===== config.mk =====
export PLATFORM = sky130hd
export DESIGN_NAME = go_back_n_sender_window_unit
export DESIGN_NICKNAME = d
export VERILOG_FILES = /design/src/rtl/gbn_sw_pkg.sv /design/src/rtl/go_back_n_sender_window_unit.sv /design/src/rtl/gbn_sw_ctrl.sv /design/src/rtl/gbn_sw_datapath.sv
export SDC_FILE = /design/constraint.sdc
export NUM_CORES = 1
export LEC_CHECK = 0
export ABC_CLOCK_PERIOD_IN_PS = 6800
export BUFFER_PORTS_ARGS = -buffer_cell sky130_fd_sc_hd__buf_2
export CAP_MARGIN = 5
export CORE_MARGIN = 2
export CORE_UTILIZATION = 50
export DETAILED_ROUTE_END_ITERATION = 8
export PLACE_DENSITY = 0.72
export RECOVER_POWER = 25
export SLEW_MARGIN = 20
export SYNTH_ARGS = -nofsm -noshare
export SYNTH_HDL_FRONTEND = slang
export SYNTH_SLANG_ARGS = --single-unit

===== constraint.sdc =====
create_clock -name aclk -period 6.8 [get_ports aclk]
set_clock_uncertainty 0.05 [all_clocks]
set_input_delay 1.36 -clock aclk [delete_from_list [all_inputs] [get_ports aclk]]
set_output_delay 1.36 -clock aclk [all_outputs]
set_load 0.01 [all_outputs]

===== src/rtl/gbn_sw_pkg.sv =====
`default_nettype none
// ----------------------------------------------------------------------------
// Go-Back-N sender window package
// Shared item types, codes, sizes and the control and status bundles that
// pass between the window controller and its datapath.
// ----------------------------------------------------------------------------
package gbn_sw_pkg;

    // Packet payload size and window limit.
    localparam int PACKET_BYTES = 1024;
    localparam int PKT_SHIFT    = $clog2(PACKET_BYTES);
    localparam int MAX_WINDOW   = 16;

    // Field widths.
    localparam int SEQ_W  = 15;
    localparam int WIN_W  = 5;
    localparam int FLEN_W = 24;
    localparam int NLEN_W = 8;
    localparam int LEN_W  = 11;
    localparam int CFG_W  = 24;

    // Event codes.
    typedef enum logic [1:0] {
        OP_START    = 2'd0,
        OP_ACK      = 2'd1,
        OP_TIMEOUT  = 2'd2,
        OP_RESERVED = 2'd3
    } op_t;

    // Packet kinds.
    typedef enum logic [1:0] {
        KIND_NAME  = 2'd0,
        KIND_DATA  = 2'd1,
        KIND_FINAL = 2'd2
    } kind_t;

    // Configuration register indexes.
    localparam logic [1:0] CFG_WINDOW_SIZE = 2'd0;
    localparam logic [1:0] CFG_FILE_LENGTH = 2'd1;
    localparam logic [1:0] CFG_NAME_LENGTH = 2'd2;

    // One input event item.
    typedef struct packed {
        logic [1:0]         op;
        logic signed [15:0] ack_number;
    } in_item_t;

    // One send command item.
    typedef struct packed {
        logic [SEQ_W-1:0]  seq_number;
        logic [1:0]        kind;
        logic [LEN_W-1:0]  length;
        logic [FLEN_W-1:0] data_offset;
        logic              retransmit;
        logic              last;
    } out_item_t;

    // Commands from the controller to the datapath.
    typedef struct packed {
        logic capture;
        logic apply;
        logic emit;
        logic emit_final;
    } ctrl_cmd_t;

    // Status from the datapath to the controller.
    typedef struct packed {
        logic ignore;
        logic more;
        logic can_send;
        logic send_last;
        logic out_free;
    } dp_status_t;

endpackage

`default_nettype wire


===== src/rtl/go_back_n_sender_window_unit.sv =====
`default_nettype none
// ----------------------------------------------------------------------------
// Go-Back-N sender window unit
// Takes start, acknowledgement and timeout events on s_ and issues the send
// commands that the window then allows on m_.
// ----------------------------------------------------------------------------
// Usage:
//   Events enter on s_valid/s_ready/s_data, one item at a time. Send commands
//   leave on m_valid/m_ready/m_data; the last command of an event has last set.
//   Configuration is written through cfg_valid/cfg_index/cfg_data, which is
//   always ready; write it only while no event is in progress.
//   An event runs through setup (capture, window update, final check) and then
//   issues one send command per cycle while the window allows and the output
//   register is free. An ignored event returns to idle without a window
//   update, and an event whose window allows no send issues no command.
//   The next event is accepted while the last command still waits in the
//   output register. When the receiver stalls, the command loop holds until
//   the output register drains.
//   Reset restores the register defaults (window 4, file length 1, name
//   length 0) and leaves the unit idle until a start event.
// ----------------------------------------------------------------------------
module go_back_n_sender_window_unit (
    input  wire                     aclk,
    input  wire                     aresetn,
    input  wire                     s_valid,
    output logic                    s_ready,
    input  gbn_sw_pkg::in_item_t    s_data,
    output logic                    m_valid,
    input  wire                     m_ready,
    output gbn_sw_pkg::out_item_t   m_data,
    input  wire                     cfg_valid,
    output logic                    cfg_ready,
    input  wire [1:0]               cfg_index,
    input  wire [gbn_sw_pkg::CFG_W-1:0] cfg_data
);
    import gbn_sw_pkg::*;

    ctrl_cmd_t  cmd;
    dp_status_t status;

    // Event sequencer.
    gbn_sw_ctrl u_ctrl (
        .aclk    (aclk),
        .aresetn (aresetn),
        .s_valid (s_valid),
        .s_ready (s_ready),
        .status  (status),
        .cmd     (cmd)
    );

    // Window state, configuration and output register.
    gbn_sw_datapath u_datapath (
        .aclk      (aclk),
        .aresetn   (aresetn),
        .s_data    (s_data),
        .m_data    (m_data),
        .m_valid   (m_valid),
        .m_ready   (m_ready),
        .cfg_valid (cfg_valid),
        .cfg_ready (cfg_ready),
        .cfg_index (cfg_index),
        .cfg_data  (cfg_data),
        .cmd       (cmd),
        .status    (status)
    );

endmodule

`default_nettype wire


===== src/rtl/gbn_sw_ctrl.sv =====
`default_nettype none
// ----------------------------------------------------------------------------
// Go-Back-N sender window controller
// Sequences one event: capture, window update, final check, then one send
// command per cycle while the window allows and the output register is free.
// ----------------------------------------------------------------------------
module gbn_sw_ctrl (
    input  wire                     aclk,
    input  wire                     aresetn,
    input  wire                     s_valid,
    output logic                    s_ready,
    input  gbn_sw_pkg::dp_status_t  status,
    output gbn_sw_pkg::ctrl_cmd_t   cmd
);
    import gbn_sw_pkg::*;

    typedef enum logic [2:0] {
        ST_IDLE,
        ST_APPLY,
        ST_CHECK,
        ST_SEND,
        ST_FINAL
    } state_t;

    state_t state_reg, state_next;
    logic   ready_reg, ready_next;

    assign s_ready = ready_reg;

    // Next state and commands.
    always_comb begin
        state_next = state_reg;
        ready_next = ready_reg;
        cmd        = '0;
        case (state_reg)
            ST_IDLE: begin
                if (s_valid && ready_reg) begin
                    cmd.capture = 1'b1;
                    state_next  = ST_APPLY;
                    ready_next  = 1'b0;
                end
            end
            ST_APPLY: begin
                if (status.ignore) begin
                    state_next = ST_IDLE;
                    ready_next = 1'b1;
                end else begin
                    cmd.apply  = 1'b1;
                    state_next = ST_CHECK;
                end
            end
            ST_CHECK: begin
                state_next = status.more ? ST_SEND : ST_FINAL;
            end
            ST_SEND: begin
                if (!status.can_send) begin
                    state_next = ST_IDLE;
                    ready_next = 1'b1;
                end else if (status.out_free) begin
                    cmd.emit = 1'b1;
                    if (status.send_last) begin
                        state_next = ST_IDLE;
                        ready_next = 1'b1;
                    end
                end
            end
            ST_FINAL: begin
                if (status.out_free) begin
                    cmd.emit_final = 1'b1;
                    state_next     = ST_IDLE;
                    ready_next     = 1'b1;
                end
            end
            default: begin
                state_next = ST_IDLE;
                ready_next = 1'b1;
            end
        endcase
    end

    // State and registered ready.
    always_ff @(posedge aclk) begin
        if (!aresetn) begin
            state_reg <= ST_IDLE;
            ready_reg <= 1'b1;
        end else begin
            state_reg <= state_next;
            ready_reg <= ready_next;
        end
    end

endmodule

`default_nettype wire


===== src/rtl/gbn_sw_datapath.sv =====
`default_nettype none
// ----------------------------------------------------------------------------
// Go-Back-N sender window datapath
// Holds the configuration registers, the window state and the output
// register, and builds each send command from the send pointer.
// ----------------------------------------------------------------------------
module gbn_sw_datapath (
    input  wire                     aclk,
    input  wire                     aresetn,
    input  gbn_sw_pkg::in_item_t    s_data,
    output gbn_sw_pkg::out_item_t   m_data,
    output logic                    m_valid,
    input  wire                     m_ready,
    input  wire                     cfg_valid,
    output logic                    cfg_ready,
    input  wire [1:0]               cfg_index,
    input  wire [gbn_sw_pkg::CFG_W-1:0] cfg_data,
    input  gbn_sw_pkg::ctrl_cmd_t   cmd,
    output gbn_sw_pkg::dp_status_t  status
);
    import gbn_sw_pkg::*;

    // Configuration registers.
    logic [WIN_W-1:0]  wsize_reg;
    logic [FLEN_W-1:0] flen_reg;
    logic [NLEN_W-1:0] nlen_reg;

    // Captured event.
    logic [1:0]  op_reg;
    logic [15:0] ack_reg;

    // Window state. The last acknowledged sequence is always base - 1.
    logic [SEQ_W-1:0] base_reg, base_next;
    logic [WIN_W-1:0] wl_reg, wl_next;
    logic [SEQ_W-1:0] nts_reg, nts_next;
    logic             any_sent_reg, any_sent_next;
    logic             finished_reg, finished_next;

    // Output register.
    logic      m_valid_reg, m_valid_next;
    out_item_t m_data_reg, m_data_next;

    // Derived values.
    logic [FLEN_W-1:0] flen_m1;
    logic [SEQ_W-1:0]  npk;
    logic [SEQ_W-1:0]  npk_m1;
    logic [SEQ_W:0]    win_end;
    logic [SEQ_W:0]    nts_p1;
    logic [SEQ_W-1:0]  nts_m1;
    logic [FLEN_W-1:0] data_off;
    logic [FLEN_W-1:0] data_rem;
    logic [LEN_W-1:0]  data_len;
    logic              ack_hit;
    logic [WIN_W-1:0]  wsize_clamped;
    out_item_t         send_item;
    out_item_t         final_item;

    assign cfg_ready = 1'b1;
    assign m_valid   = m_valid_reg;
    assign m_data    = m_data_reg;

    // Packet count: name, data slices, final. Empty file counts as one slice.
    assign flen_m1 = flen_reg - FLEN_W'(1);
    assign npk     = (flen_reg == '0) ? SEQ_W'(3)
                                      : SEQ_W'(flen_m1 >> PKT_SHIFT) + SEQ_W'(3);
    assign npk_m1  = npk - SEQ_W'(1);

    // Window bounds and send pointer lookahead.
    assign win_end = {1'b0, base_reg} + (SEQ_W+1)'(wl_reg);
    assign nts_p1  = {1'b0, nts_reg} + (SEQ_W+1)'(1);
    assign nts_m1  = nts_reg - SEQ_W'(1);

    // Status for the controller.
    assign status.ignore    = (op_reg == OP_RESERVED) || (finished_reg && (op_reg != OP_START));
    assign status.more      = ({1'b0, base_reg} + (SEQ_W+1)'(1)) < {1'b0, npk};
    assign status.can_send  = (nts_reg < npk_m1) && ({1'b0, nts_reg} < win_end)
                              && (nts_reg >= base_reg);
    assign status.send_last = !((nts_p1 < {1'b0, npk_m1}) && (nts_p1 < win_end));
    assign status.out_free  = !m_valid_reg || m_ready;

    // Acknowledgement is in order exactly when it names the window base.
    assign ack_hit       = (ack_reg == {1'b0, base_reg});
    assign wsize_clamped = (wsize_reg > WIN_W'(MAX_WINDOW)) ? WIN_W'(MAX_WINDOW) : wsize_reg;

    // Data slice offset and length.
    assign data_off = FLEN_W'({nts_m1, {PKT_SHIFT{1'b0}}});
    assign data_rem = flen_reg - data_off;
    assign data_len = (data_rem < FLEN_W'(PACKET_BYTES)) ? LEN_W'(flen_reg[PKT_SHIFT-1:0])
                                                         : LEN_W'(PACKET_BYTES);

    // Send command for the packet at the send pointer.
    always_comb begin
        send_item            = '0;
        send_item.seq_number = nts_reg;
        send_item.retransmit = (nts_reg == base_reg) && any_sent_reg;
        send_item.last       = status.send_last;
        if (nts_reg == '0) begin
            send_item.kind        = KIND_NAME;
            send_item.length      = LEN_W'(nlen_reg);
            send_item.data_offset = '0;
        end else begin
            send_item.kind        = KIND_DATA;
            send_item.length      = data_len;
            send_item.data_offset = data_off;
        end
    end

    // Final packet command.
    always_comb begin
        final_item            = '0;
        final_item.seq_number = npk_m1;
        final_item.kind       = KIND_FINAL;
        final_item.last       = 1'b1;
    end

    // Window state update.
    always_comb begin
        base_next     = base_reg;
        wl_next       = wl_reg;
        nts_next      = nts_reg;
        any_sent_next = any_sent_reg;
        finished_next = finished_reg;
        if (cmd.apply) begin
            case (op_reg)
                OP_START: begin
                    base_next     = '0;
                    wl_next       = wsize_clamped;
                    nts_next      = '0;
                    any_sent_next = 1'b0;
                    finished_next = 1'b0;
                end
                OP_ACK: begin
                    if (ack_hit) begin
                        base_next = base_reg + SEQ_W'(1);
                    end
                end
                OP_TIMEOUT: begin
                    nts_next = base_reg;
                end
                default: begin
                    nts_next = nts_reg;
                end
            endcase
        end
        if (cmd.emit) begin
            nts_next      = nts_reg + SEQ_W'(1);
            any_sent_next = 1'b1;
        end
        if (cmd.emit_final) begin
            any_sent_next = 1'b1;
            finished_next = 1'b1;
        end
    end

    // Output register load and drain.
    always_comb begin
        m_valid_next = m_valid_reg && !m_ready;
        m_data_next  = m_data_reg;
        if (cmd.emit) begin
            m_valid_next = 1'b1;
            m_data_next  = send_item;
        end else if (cmd.emit_final) begin
            m_valid_next = 1'b1;
            m_data_next  = final_item;
        end
    end

    // Control and configuration registers.
    always_ff @(posedge aclk) begin
        if (!aresetn) begin
            wsize_reg    <= WIN_W'(4);
            flen_reg     <= FLEN_W'(1);
            nlen_reg     <= '0;
            base_reg     <= '0;
            wl_reg       <= '0;
            nts_reg      <= '0;
            any_sent_reg <= 1'b0;
            finished_reg <= 1'b1;
            m_valid_reg  <= 1'b0;
        end else begin
            if (cfg_valid && cfg_ready) begin
                case (cfg_index)
                    CFG_WINDOW_SIZE: wsize_reg <= cfg_data[WIN_W-1:0];
                    CFG_FILE_LENGTH: flen_reg  <= cfg_data[FLEN_W-1:0];
                    CFG_NAME_LENGTH: nlen_reg  <= cfg_data[NLEN_W-1:0];
                    default: begin
                        wsize_reg <= wsize_reg;
                    end
                endcase
            end
            base_reg     <= base_next;
            wl_reg       <= wl_next;
            nts_reg      <= nts_next;
            any_sent_reg <= any_sent_next;
            finished_reg <= finished_next;
            m_valid_reg  <= m_valid_next;
        end
    end

    // Payload registers.
    always_ff @(posedge aclk) begin
        if (cmd.capture) begin
            op_reg  <= s_data.op;
            ack_reg <= s_data.ack_number;
        end
        m_data_reg <= m_data_next;
    end

endmodule

`default_nettype wire


# == Yosys cells after proc, flatten, opt, wreduce, memory -nomap -nowiden ==
# Index checks and enable logic that the tools add are counted.
# op_classes
eq_ne,17
order_cmp,8
n_bitwise,2
n_mux,40
reduce_logical,34
addsub,10
# ops
op,n
two-way mux 54 bit,2
two-way mux 15 bit,4
case mux 15 bit (2 select lines),2
two-way mux 36 bit,1
adder 15 x 1 -> 16 bit (second input constant),2
less-than comparator 16 x 15 -> 1 bit,2
adder 15 x 1 -> 15 bit (second input constant),2
logical NOT 24 bit,1
less-than comparator 24 x 11 -> 1 bit (second input constant),1
subtractor 24 x 1 -> 24 bit (second input constant),1
subtractor 24 bit,1
two-way mux 1 bit,20
two-way mux 3 bit,6
adder 15 x 5 -> 16 bit,1
equality test 16 x 15 -> 1 bit,1
less-than comparator 15 x 16 -> 1 bit,1
less-than comparator 16 bit,1
adder 14 x 2 -> 15 bit (second input constant),1
equality test 15 bit,1
>= comparator 15 bit,1
logical NOT 15 bit,1
less-than comparator 15 bit,1
case mux 3 bit (5 select lines),1
subtractor 15 x 1 -> 15 bit (second input constant),1
other kinds (27),55
# totals
ff_bits,151
input_bits,49
word_cells,130

# == Longest topological paths before layout ==
# Gate-level depths: netlist (run 1).
# depth
word_depth,11
ltp_mapped,27
mapped_depth_nobuf,24

# == Cells and area by module ==
# A second synthesis (run 1) with hierarchy kept.
# unflattened
cells_unflattened,1165
hier_area_um2,10302.4
# by_module_without_submodules
mod,seq_area_each_um2,area_per_inst_um2,instances,cells_per_inst
gbn_sw_datapath,3363.2,10015.9,1,1130
gbn_sw_ctrl,80.1,286.5,1,35

# == Worst setup path after synthesis (run 1) ==
# OpenSTA, ideal clock, no wires.
# synth_timing
path_kind,register -> register
start,reg u_datapath.flen_reg[2]
end,"reg u_datapath.m_data_reg, in the netlist u_datapath.m_data[0] (enable)"
path_buffers,1
setup_ns,0.398
stages_incl_launch_ff,23
path_slack_ns,0.156
t_arrival_ns,6.196
cell_sequence,dfxtp_1 or4_4 nor4_4 xnor2_1 ha_1 buf_2 xor2_1 xnor2_1 nor3_1 a31o_2 and4b_1 and3_1 xor2_1 ha_1 a2111oi_0 a41oi_1 and4_4 a211o_1 o32ai_2 nor3_1 a2111oi_0 o21ai_0 inv_1
# synth_via
elab_chain_cells,10
elab_cells_between_ends,11
cone_classes,add/sub (3); order compare (1); mux (3); reduce/logical (4)
# synth_rtl
element,line,rtl
"start, declared",gbn_sw_datapath.sv:25,logic [FLEN_W-1:0] flen_reg;
"start signal, assigned",gbn_sw_datapath.sv:184,CFG_FILE_LENGTH: flen_reg <= cfg_data[FLEN_W-1:0];
subtractor 24 x 1 -> 24 bit,gbn_sw_datapath.sv:63,assign flen_m1 = flen_reg - FLEN_W'(1);
adder 14 x 2 -> 15 bit,gbn_sw_datapath.sv:65,: SEQ_W'(flen_m1 >> PKT_SHIFT) + SEQ_W'(3);
two-way mux 15 bit (*),gbn_sw_datapath.sv:64,assign npk = (flen_reg == '0) ? SEQ_W'(3)
subtractor 15 x 1 -> 15 bit (*),gbn_sw_datapath.sv:66,assign npk_m1 = npk - SEQ_W'(1);
less-than comparator 15 bit (*),gbn_sw_datapath.sv:76,"assign status.can_send = (nts_reg < npk_m1) && ({1'b0, nts_reg} < win_end)"
logical AND 1 bit (*),gbn_sw_datapath.sv:76,
logical AND 1 bit (*),gbn_sw_datapath.sv:77,&& (nts_reg >= base_reg);
two-way mux 1 bit (*),gbn_sw_ctrl.sv:56,if (!status.can_send) begin
two-way mux 1 bit (*),gbn_sw_ctrl.sv:35,case (state_reg)
nonzero test 2 bit (no line) (*),--,
"end signal, assigned",gbn_sw_datapath.sv:206,m_data_reg <= m_data_next;
"end, declared",gbn_sw_datapath.sv:41,"out_item_t m_data_reg, m_data_next;"
# Every way passes the cells marked *; elsewhere a longest branch is shown, timed or not.
# A chain may end at the register's enable or synchronous reset.

# == Worst setup path in the final report (run 1) ==
# layout_timing
start,reg u_datapath.flen_reg[2]
end,"reg u_datapath.m_data_reg, in the netlist u_datapath.m_data[12], data pin"
# layout_via
elab_chain_cells,10
elab_cells_between_ends,11
cone_classes,add/sub (3); order compare (1); mux (4); reduce/logical (3)
# layout_rtl
element,line,rtl
subtractor 24 x 1 -> 24 bit,gbn_sw_datapath.sv:63,
adder 14 x 2 -> 15 bit,gbn_sw_datapath.sv:65,
two-way mux 15 bit (*),gbn_sw_datapath.sv:64,
subtractor 15 x 1 -> 15 bit (*),gbn_sw_datapath.sv:66,
less-than comparator 15 bit (*),gbn_sw_datapath.sv:76,
logical AND 1 bit (*),gbn_sw_datapath.sv:76,
logical AND 1 bit (*),gbn_sw_datapath.sv:77,
two-way mux 1 bit (*),gbn_sw_ctrl.sv:56,
two-way mux 1 bit (*),gbn_sw_ctrl.sv:35,
two-way mux 54 bit (*),gbn_sw_datapath.sv:159,if (cmd.emit) begin
# Marked as above.

==> results of run 1 <==
==> area by class of cell <==
type | count | area [sq um] | area share
Multi-Input combinational cell | 931 | 6460 | 0.550
Sequential cell | 141 | 3440 | 0.293
Timing Repair Buffer | 122 | 667 | 0.0568
Clock buffer | 18 | 450 | 0.0384
Tap cell | 270 | 338 | 0.0288
Inverter | 55 | 209 | 0.0178
Clock inverter | 14 | 170 | 0.0145
==> layer usage <==
metal	vias up	global-route usage	routed length, um	part of all wire
met1	4336	0.365	12700	0.44
met5	-	0	0	0
met2	361	0.417	13200	0.46
met4	0	0.0686	501	0.017
met3	45	0.0479	2210	0.077
li1	4453	-	-	-
==> worst min-delay path: stages, from the launching register on <==
cell,delay (ps)
sky130_fd_sc_hd__dfxtp_1,310
sky130_fd_sc_hd__nand2_1,50
sky130_fd_sc_hd__a21oi_1,50
==> metrics by stage <==
step / setup slack [ps] / instances / total power [mW] / util / instance area (sq um)
floorplan: 156 / 1205 / 1.11 / - / 10500
global placement: 388 / 1519 / 1.17 / 0.546 / 11100
detailed placement: 162 / 1519 / 1.18 / 0.546 / 11100
CTS: 123 / 1551 / 2.17 / 0.576 / 11700
global route: 19.1 / 1551 / 2.23 / 0.576 / 11700
finish: 367 / 1551 / 2.16 / 0.576 / 11700
==> layout by cell type, fill, tap and decap left out, drive strengths merged, types with 8 or more instances in the layout <==
| cell type | synthesis | routed |
|---|---|---|
| nand2 | 131 | 131 |
| buf | 28 | 105 |
| ha | 104 | 104 |
| nor2 | 101 | 101 |
| a21oi | 85 | 85 |
| dfxtp | 79 | 79 |
| xnor2 | 63 | 63 |
| edfxtp | 62 | 62 |
| inv | 53 | 62 |
| o21ai | 55 | 55 |
| clkbuf | 50 | 35 |
| nand3 | 33 | 33 |
| xor2 | 30 | 30 |
| nor4 | 26 | 26 |
| nor3 | 25 | 25 |
| nand4 | 23 | 23 |
| nor2b | 19 | 19 |
| mux2i | 18 | 18 |
| o21a | 13 | 13 |
| and3 | 11 | 11 |
| o211ai | 11 | 11 |
| conb | 2 | 11 |
| a22oi | 11 | 11 |
| nand2b | 10 | 10 |
| a21o | 9 | 9 |
| or3b | 9 | 9 |
| and2 | 9 | 9 |
| a31oi | 8 | 8 |
| nand3b | 8 | 8 |
==> power by group through the flow <==
stage	clock (mW)	sequential, mW	combinational, mW
2_1_floorplan	0	0.936	0.170
3_3_place_gp	0	0.943	0.229
3_5_place_dp	0	0.943	0.232
4_1_cts	1.01	0.925	0.234
5_1_grt	1.04	0.927	0.265
6_report	0.998	0.925	0.240
==> how the worst max path moves through the flow <==
stage,end,depth (start not counted),slack (ps),startpoint
floorplan,u_datapath.m_data[0],22,160,u_datapath.flen_reg[2]
global placement,u_datapath.m_data[53],23,390,u_datapath.flen_reg[2]
detailed placement,u_datapath.m_data[53],23,160,u_datapath.flen_reg[2]
CTS,u_datapath.m_data[47],23,120,u_datapath.flen_reg[2]
global route,u_datapath.m_data[53],24,20,u_datapath.flen_reg[2]
finish,u_datapath.m_data[12],24,370,u_datapath.flen_reg[2]
==> kinds of logic (layout without fill, tap and decap cells) <==
kind of cell    after synthesis  in the layout  share of synthesized area
compound gates              261            261                      0.165
fa+ha+maj                   108            108                      0.131
simple gates                438            438                      0.219
other cells                   2             11                   0.000721
buf+inv                     133            209                     0.0562
flops                       141            141                      0.330
xor+xnor                     93             93                     0.0789
mux                          20             20                     0.0195
==> results, run 1 <==
- The end of the worst register-to-register path is u_datapath.m_data[12].
- The global-route wire length before repair is 45,200 um.
- The TritonCTS clock tree is yes.
- The worst-path cell with the longest stage delay is sky130_fd_sc_hd__or4_4.
- The run finished, with violations left.
- The number of global-route vias before repair is 8,414.
- For this run, design rule violations remaining after detail routing come to 0.
- Clock tree synthesis selected as its root buffer the cell sky130_fd_sc_hd__clkbuf_16.
- The critical path capture point type is a flip-flop.
- In the synthesized netlist the async set-or-reset flop fraction comes to 0.
- The startpoint identified for the worst hold timing path is u_datapath.wl_reg[2].
- The placer congestion estimate is 0.996.
- Power spread over the standard cell area amounts to 184 nW/um^2.
- For this run, the register share of the synthesized area comes to 0.330.
- The checks that failed: capacitance limit, slew limit.
- The mean number of vias per cell is 5.93.
- The share of total power dissipated in sequential elements is 0.428.
- The synthesis-to-finish area growth is 12.6%.
- The worst pin sits at a relative slew slack of -1.20.
- The critical path contains buffers and inverters numbering 3 combined.
- The clock-pin slew of the registers on the worst-case setup and hold paths is 60 ps.
- The switching power is 0.584 mW.
- For this run, the slowest stage of the critical path takes 580 ps.
- In the final routed layout, each cell accounts on average for 18.5 um.
- Setup repair after global routing left no endpoint under its margin.
- In this run the remaining antenna-violating nets after routing total 0.
- The share of total power dissipated in the clock network is 0.461.
- The startpoint class of the critical path is a flip-flop.
- The post-synthesis instance area is 10,400 sq um.
- The source of the worst register-to-register timing path is u_datapath.flen_reg[2].
- The die outline area is 22,000 sq um.
- Dividing the synthesized area by the synthesized cell count gives 8.71 sq um.
- The final worst-path cycle share is 0.946.
- The detailed-route wire length is 28,600 um.
- At the later pin of the worst-skew pair, clock insertion delay measures 440 ps.
- The die is 148 um wide.
- The iteration-0 DRC count of the detailed router is 850.
- After layout, the minimum clock period comes to 6430 ps.
- The category of cells accounting for the largest share of critical-path delay is simple AND/OR/NAND/NOR gates.
- The number of synthesized register bits is 141.
- The total of warnings raised by yosys is 0.
- The area share of the leading cell type in the synthesized netlist is 0.179.
- Buffers inserted to repair hold after CTS numbered 0.
- Data arrives at the worst endpoint at 6550 ps.
- The total congestion overflow is 0.
- The synthesized design contains 62 enable-type register cells.
- The path with the worst hold slack has its endpoint at u_datapath.wl_reg[2].
- In this run the count of I/O pins placed on the die edge is 106.
- The synthesized netlist contains 88 unique library cells.
- The predominant post-synthesis flop cell is sky130_fd_sc_hd__dfxtp_1.
- The peak supply drop is 0.000162 V.
- The switching part of the total is 0.270.
- Of the cells placed in the final design, the portion with a size suffix greater than 1 is 0.148.
- The worst-case hold slack is 416 ps.
- For the pin with the worst max-slew slack, the measured transition is 3300 ps.
- The critical path required time is 6910 ps.
- The final number of setup-violating endpoints is 0.
- The leakage power of the design is 4.72 nW.
- The final total negative setup slack is 0 ps.
- Across all layers, the routed design uses 9,195 vias.
- The largest total area in the synthesized netlist belongs to sky130_fd_sc_hd__edfxtp_1.
- The register with the most flip-flops in the layout has 44 of them.
- The count of buffers added by post-CTS timing repair for setup is 0.
- The tool flagged a number of max-cap violations equal to 1.
- The fill cell total of the finished layout is 1,844.
- The HPWL reported at the end of detailed placement is 21,600 um.
- The clock passes through at most 2 buffers.
- The reg2reg setup slack is 370 ps.
- Across every metal layer, demand over resource in global routing totals 0.261.
- Counting every instance in the synthesized netlist gives 1,196.
- Entering global routing, the biggest net connects 71 pins.
- The number of diodes is 0.
- For this configuration, the core starts out at a cell density of 0.512.
- The final-report hold violation count came to 0.
- The critical path is of the flip-flop to flip-flop type.
- The cell count of the worst hold path is 2.
- Timing would allow up to 0.155 GHz.
- Before antenna repair, the detailed router went through 5 iterations.
- Of all nets on the critical path, the largest fanout is 24.
- CTS saw 141 sinks.
- The final-report max-slew violation count was 71.
- At the end of the flow, the number of nets in the layout was 1,423.
- Of the total power, combinational logic draws 0.111.
- The number of cells on the worst reg-to-reg path is 24.
- By count the netlist is led by sky130_fd_sc_hd__nand2_1, sky130_fd_sc_hd__ha_1, sky130_fd_sc_hd__nor2_1.
- Cell internal power was estimated by the tool at 1.58 mW.
- The number of antenna violations at the first check in global routing came to 0.
- The number of buffers inserted by port buffering is 94.
- The height of the chip is 148 um.
- The post-cts resize count is 0.
- Sorting the synthesized cells by area gives the leading types as sky130_fd_sc_hd__edfxtp_1, sky130_fd_sc_hd__dfxtp_1, sky130_fd_sc_hd__ha_1, sky130_fd_sc_hd__xnor2_1, sky130_fd_sc_hd__nand2_1.
- By instance count, the leading cell after synthesis is sky130_fd_sc_hd__nand2_1.
- The initialized floorplan defines 52 standard-cell rows.
- The worst min-delay path class is flip-flop to flip-flop.
- The number of CTS-inserted buffers is 17.
- Traced cell by cell, the critical path runs through or4_4, nor4_4, xnor2_1, ha_1, inv_1, or3_1, mux2i_1, xnor2_1, and4b_1, xor2_1, ha_1, and4_1, o211a_1, o21ai_1, a41oi_1, or4b_1, o221ai_2, o32ai_4, o31ai_4, o21ai_4, inv_4, or2_1, buf_4, nor2_1.
- The H-tree was split into 4 levels.
- The total area inside the core boundary comes to 20,400 sq um.
(Power assumes the default switching activity.)
==> run 2: changes to the inputs <==
--- a/config.mk
+++ b/config.mk
@@ -5,13 +5,13 @@
 export SDC_FILE = /design/constraint.sdc
 export NUM_CORES = 1
 export LEC_CHECK = 0
+export ABC_AREA = 1
 export ABC_CLOCK_PERIOD_IN_PS = 6800
 export BUFFER_PORTS_ARGS = -buffer_cell sky130_fd_sc_hd__buf_2
 export CAP_MARGIN = 5
-export CORE_MARGIN = 2
-export CORE_UTILIZATION = 50
+export CORE_UTILIZATION = 55
 export DETAILED_ROUTE_END_ITERATION = 8
-export PLACE_DENSITY = 0.72
+export PLACE_DENSITY = 0.78
 export RECOVER_POWER = 25
 export SLEW_MARGIN = 20
 export SYNTH_ARGS = -nofsm -noshare
==> results, run 2 <==
- Once placement completed, the tool counted placed cells totaling 1,709.
- The number of CTS-inserted buffers is 17.
- The final-report max-slew violation count is 55.
- For this run, the post-layout net count is 1,649.
- After layout, the minimum clock period comes to 5110 ps.
- The post-layout utilization of the core is 0.628.
- After synthesis, the share of flip-flops with an asynchronous set or reset is 0.
- The checks that failed: capacitance limit, slew limit.
- The number of antenna violations at the first check in global routing is 0.
- The final-report hold violation count is 0.
- The gate count of the mapped netlist is 1,418.
- The worst min-delay path class is flip-flop to flip-flop.
- The cell repeated most along the worst path is sky130_fd_sc_hd__nand2_1.
- The repair_antennas step left the layout with diodes totalling 0.
- For this design the static power due to leakage is 5.55 nW.
- The number of remaining DRC errors is 0.
- The post-route non-filler standard cell count is 1,741.
- The CTS root buffer is sky130_fd_sc_hd__clkbuf_16.
- At the later pin of the worst-skew pair, clock insertion delay measures 440 ps.
- Once detail routing completed, the nets flagged for antenna violations numbered 0.
- After clock tree synthesis, the clock-pin slew on the worst setup and hold paths is 70 ps.
- The slew at the pin closest to its max-slew limit is 2160 ps.
- The number of hold buffers added after CTS was 0.
- The synthesis-to-finish area growth is 11.2%.
- The worst setup path is captured at a flip-flop.
- The count of maximum capacitance violations is 1.
- For this design the top-level I/O count stands at 106.
- Summing every instance area after synthesis gives 10,600 sq um.
- The commonest cells after synthesis are sky130_fd_sc_hd__nand2_1, sky130_fd_sc_hd__nor2_1, sky130_fd_sc_hd__inv_1.
- The cell taking the most area after synthesis is sky130_fd_sc_hd__edfxtp_1.
- The area inside the core boundary is 18,800 sq um.
- After detailed routing, the average wire length per cell comes to 17.0 um.
- The total number of vias is 10,100.
- The category of the most critical setup path is flip-flop to flip-flop.
- The library cell used most frequently in the layout, excluding fill and tap cells, is sky130_fd_sc_hd__nand2_1.
- The final number of setup-violating endpoints is 0.
- The mean number of vias per cell is 5.80.
- The placer congestion estimate is 0.969.
- The floorplan step defined a die boundary enclosing 19,800 sq um.
- After clock tree synthesis, the repair step resized 0 gates.
- The buffer levels on the longest clock path is 2.
- The worst setup path is launched from a flip-flop.
- The wire-length estimate of the detail-placed layout is 23,000 um.
- The wire length the detailed router placed on met1 is 13,200 um.
- In this run the worst path has a maximum fanout of 11.
- The area share of the leading cell type in the synthesized netlist is 0.176.
- The fraction of final layout cells with drive strength greater than 1 is 0.141.
- Input and output buffers added on the ports amount to 94.
- In the layout the commonest cells are sky130_fd_sc_hd__nand2_1, sky130_fd_sc_hd__nor2_1, sky130_fd_sc_hd__inv_1.
- The count of buffering cells on the critical path with inverters included is 1.
- Data arrives at the worst endpoint at 5300 ps.
- The total number of H-tree levels is 4.
- The initial utilization of the core area, before any placement, comes to 0.565.
- On the critical path the largest part of the delay comes from simple AND/OR/NAND/NOR gates.
- Of the available clock period, the critical path in the final layout requires 0.752.
- Setup repair after global routing left no endpoint under its margin.
- The per-instance average area after synthesis is 7.47 sq um.
- The max-slew headroom at the worst pin is -0.440.
- The global-route wire length before repair is 47,000 um.
- The worst-path cell with the longest stage delay is sky130_fd_sc_hd__nor2_1.
- Timing would allow up to 0.196 GHz.
- The number of enable-type register cells in the synthesized netlist is 62.
- The height of the chip is 141 um.
- The number of sinks handled by clock tree synthesis is 141.
- The total congestion overflow is 0.
- For this run, the register share of the synthesized area comes to 0.325.
- The detailed-route wire length is 29,600 um.
- Yosys instantiated no cell more often than sky130_fd_sc_hd__nand2_1.
- The total number of placement rows is 50.
- The met3 wire length is 2390 um.
- In this run the power density over the cells is 197 nW/um^2.
- Entering global routing, the biggest net connects 55 pins.
- By area the synthesized netlist is led by sky130_fd_sc_hd__edfxtp_1, sky130_fd_sc_hd__dfxtp_1, sky130_fd_sc_hd__ha_1, sky130_fd_sc_hd__nand2_1, sky130_fd_sc_hd__nand3_1.
- The chip width is 141 um.
- The critical path required time is 6990 ps.
- The run finished, with violations left.
- TritonCTS built the clock tree.
- Summed over all nets, wire length on met2 after detailed routing comes to 13,200 um.
- The number of synthesized register bits is 141.
- For this run, the slowest stage of the critical path takes 590 ps.
- The number of flip-flops under the largest register name is 44.
- For this run, the leading register cell type out of synthesis is sky130_fd_sc_hd__dfxtp_1.
- The peak supply drop is 0.000190 V.
- Across every metal layer, demand over resource in global routing totals 0.306.
- The uppermost layer routed is met4.
- The detailed router finished its first iteration with 1,073 violations.
- The number of distinct standard cells referenced by the synthesized netlist is 53.
- The final total negative setup slack is 0 ps.
- The number of global-route vias before repair was 9,270.
- For this run, the number of Yosys warnings is 0.
- Before antenna repair, the detailed router went through 7 iterations.
- The count of buffers added by post-CTS timing repair for setup is 0.
run 2: cell types whose count changed in the layout (fill, tap and decap cells not counted), moves of 22 or more:
cell | previous run | this run
sky130_fd_sc_hd__nor2_1 | 90 | 157
sky130_fd_sc_hd__inv_1 | 50 | 147
sky130_fd_sc_hd__nand2_1 | 131 | 258
sky130_fd_sc_hd__xnor2_1 | 62 | 11
sky130_fd_sc_hd__nand3_1 | 33 | 126
sky130_fd_sc_hd__buf_4 | 25 | 3
sky130_fd_sc_hd__xor2_1 | 30 | 56
run 2: cells by family after synthesis:
| family | count (synthesis) | share of synthesized area |
|---|---|---|
| AND/OR/NAND/NOR | 669 | 0.289 |
| AO/OA/AOI/OAI | 222 | 0.119 |
| buffers and inverters | 210 | 0.0823 |
| flip-flops | 141 | 0.325 |
| adder cells (fa/ha/maj) | 106 | 0.127 |
| XOR/XNOR | 68 | 0.0569 |
| other | 2 | 0.000709 |
run 2: tightest hold or removal path: stages, from the launching register on:
cell and delay, ps:
sky130_fd_sc_hd__dfxtp_1 310, sky130_fd_sc_hd__nand2_1 60, sky130_fd_sc_hd__a21oi_1 50
run 2: worst paths after layout:
path	from	endpoint	slack, ps	cells after the start
worst min register to register	u_datapath.wsize_reg[0]	u_datapath.wl_reg[0]	410	2
worst max register to register	u_datapath.flen_reg[0]	u_ctrl.s_ready	1690	30
worst max-delay path	u_datapath.flen_reg[0]	u_ctrl.s_ready	1690	30
worst min-delay path	u_datapath.wsize_reg[0]	u_datapath.wl_reg[0]	410	2
run 2: through the flow:
step / setup WS [ps] / power (mW) / hold slack, ps / area (sq um)
floorplan: 1820 / 1.24 / 379 / 10600
global placement: 1960 / 1.33 / 396 / 11200
detailed placement: 1800 / 1.34 / 400 / 11200
CTS: 1760 / 2.32 / 411 / 11800
global route: 1220 / 2.42 / 447 / 11800
finish: 1690 / 2.32 / 409 / 11800
run 2: area by class of cell:
class	count	area (sq um)
fillers	1660	6980
repair buffers	98	494
clock inverters	13	156
clock buffers	19	475
well taps	234	293
inverters	160	603
multi-input cells	1076	6320
flip-flops and latches	141	3440
run 2: per-layer routing:
layer,GRT usage,vias to the layer above
met5,0,-
met4,0.109,0
met3,0.0625,78
met2,0.490,472
li1,-,4910
met1,0.409,4646
run 2: where the power goes:
part           internal (mW)  total (mW)  switching [mW]
sequential             0.920       0.950          0.0294
combinational          0.128       0.382           0.254
clock                  0.540       0.987           0.447
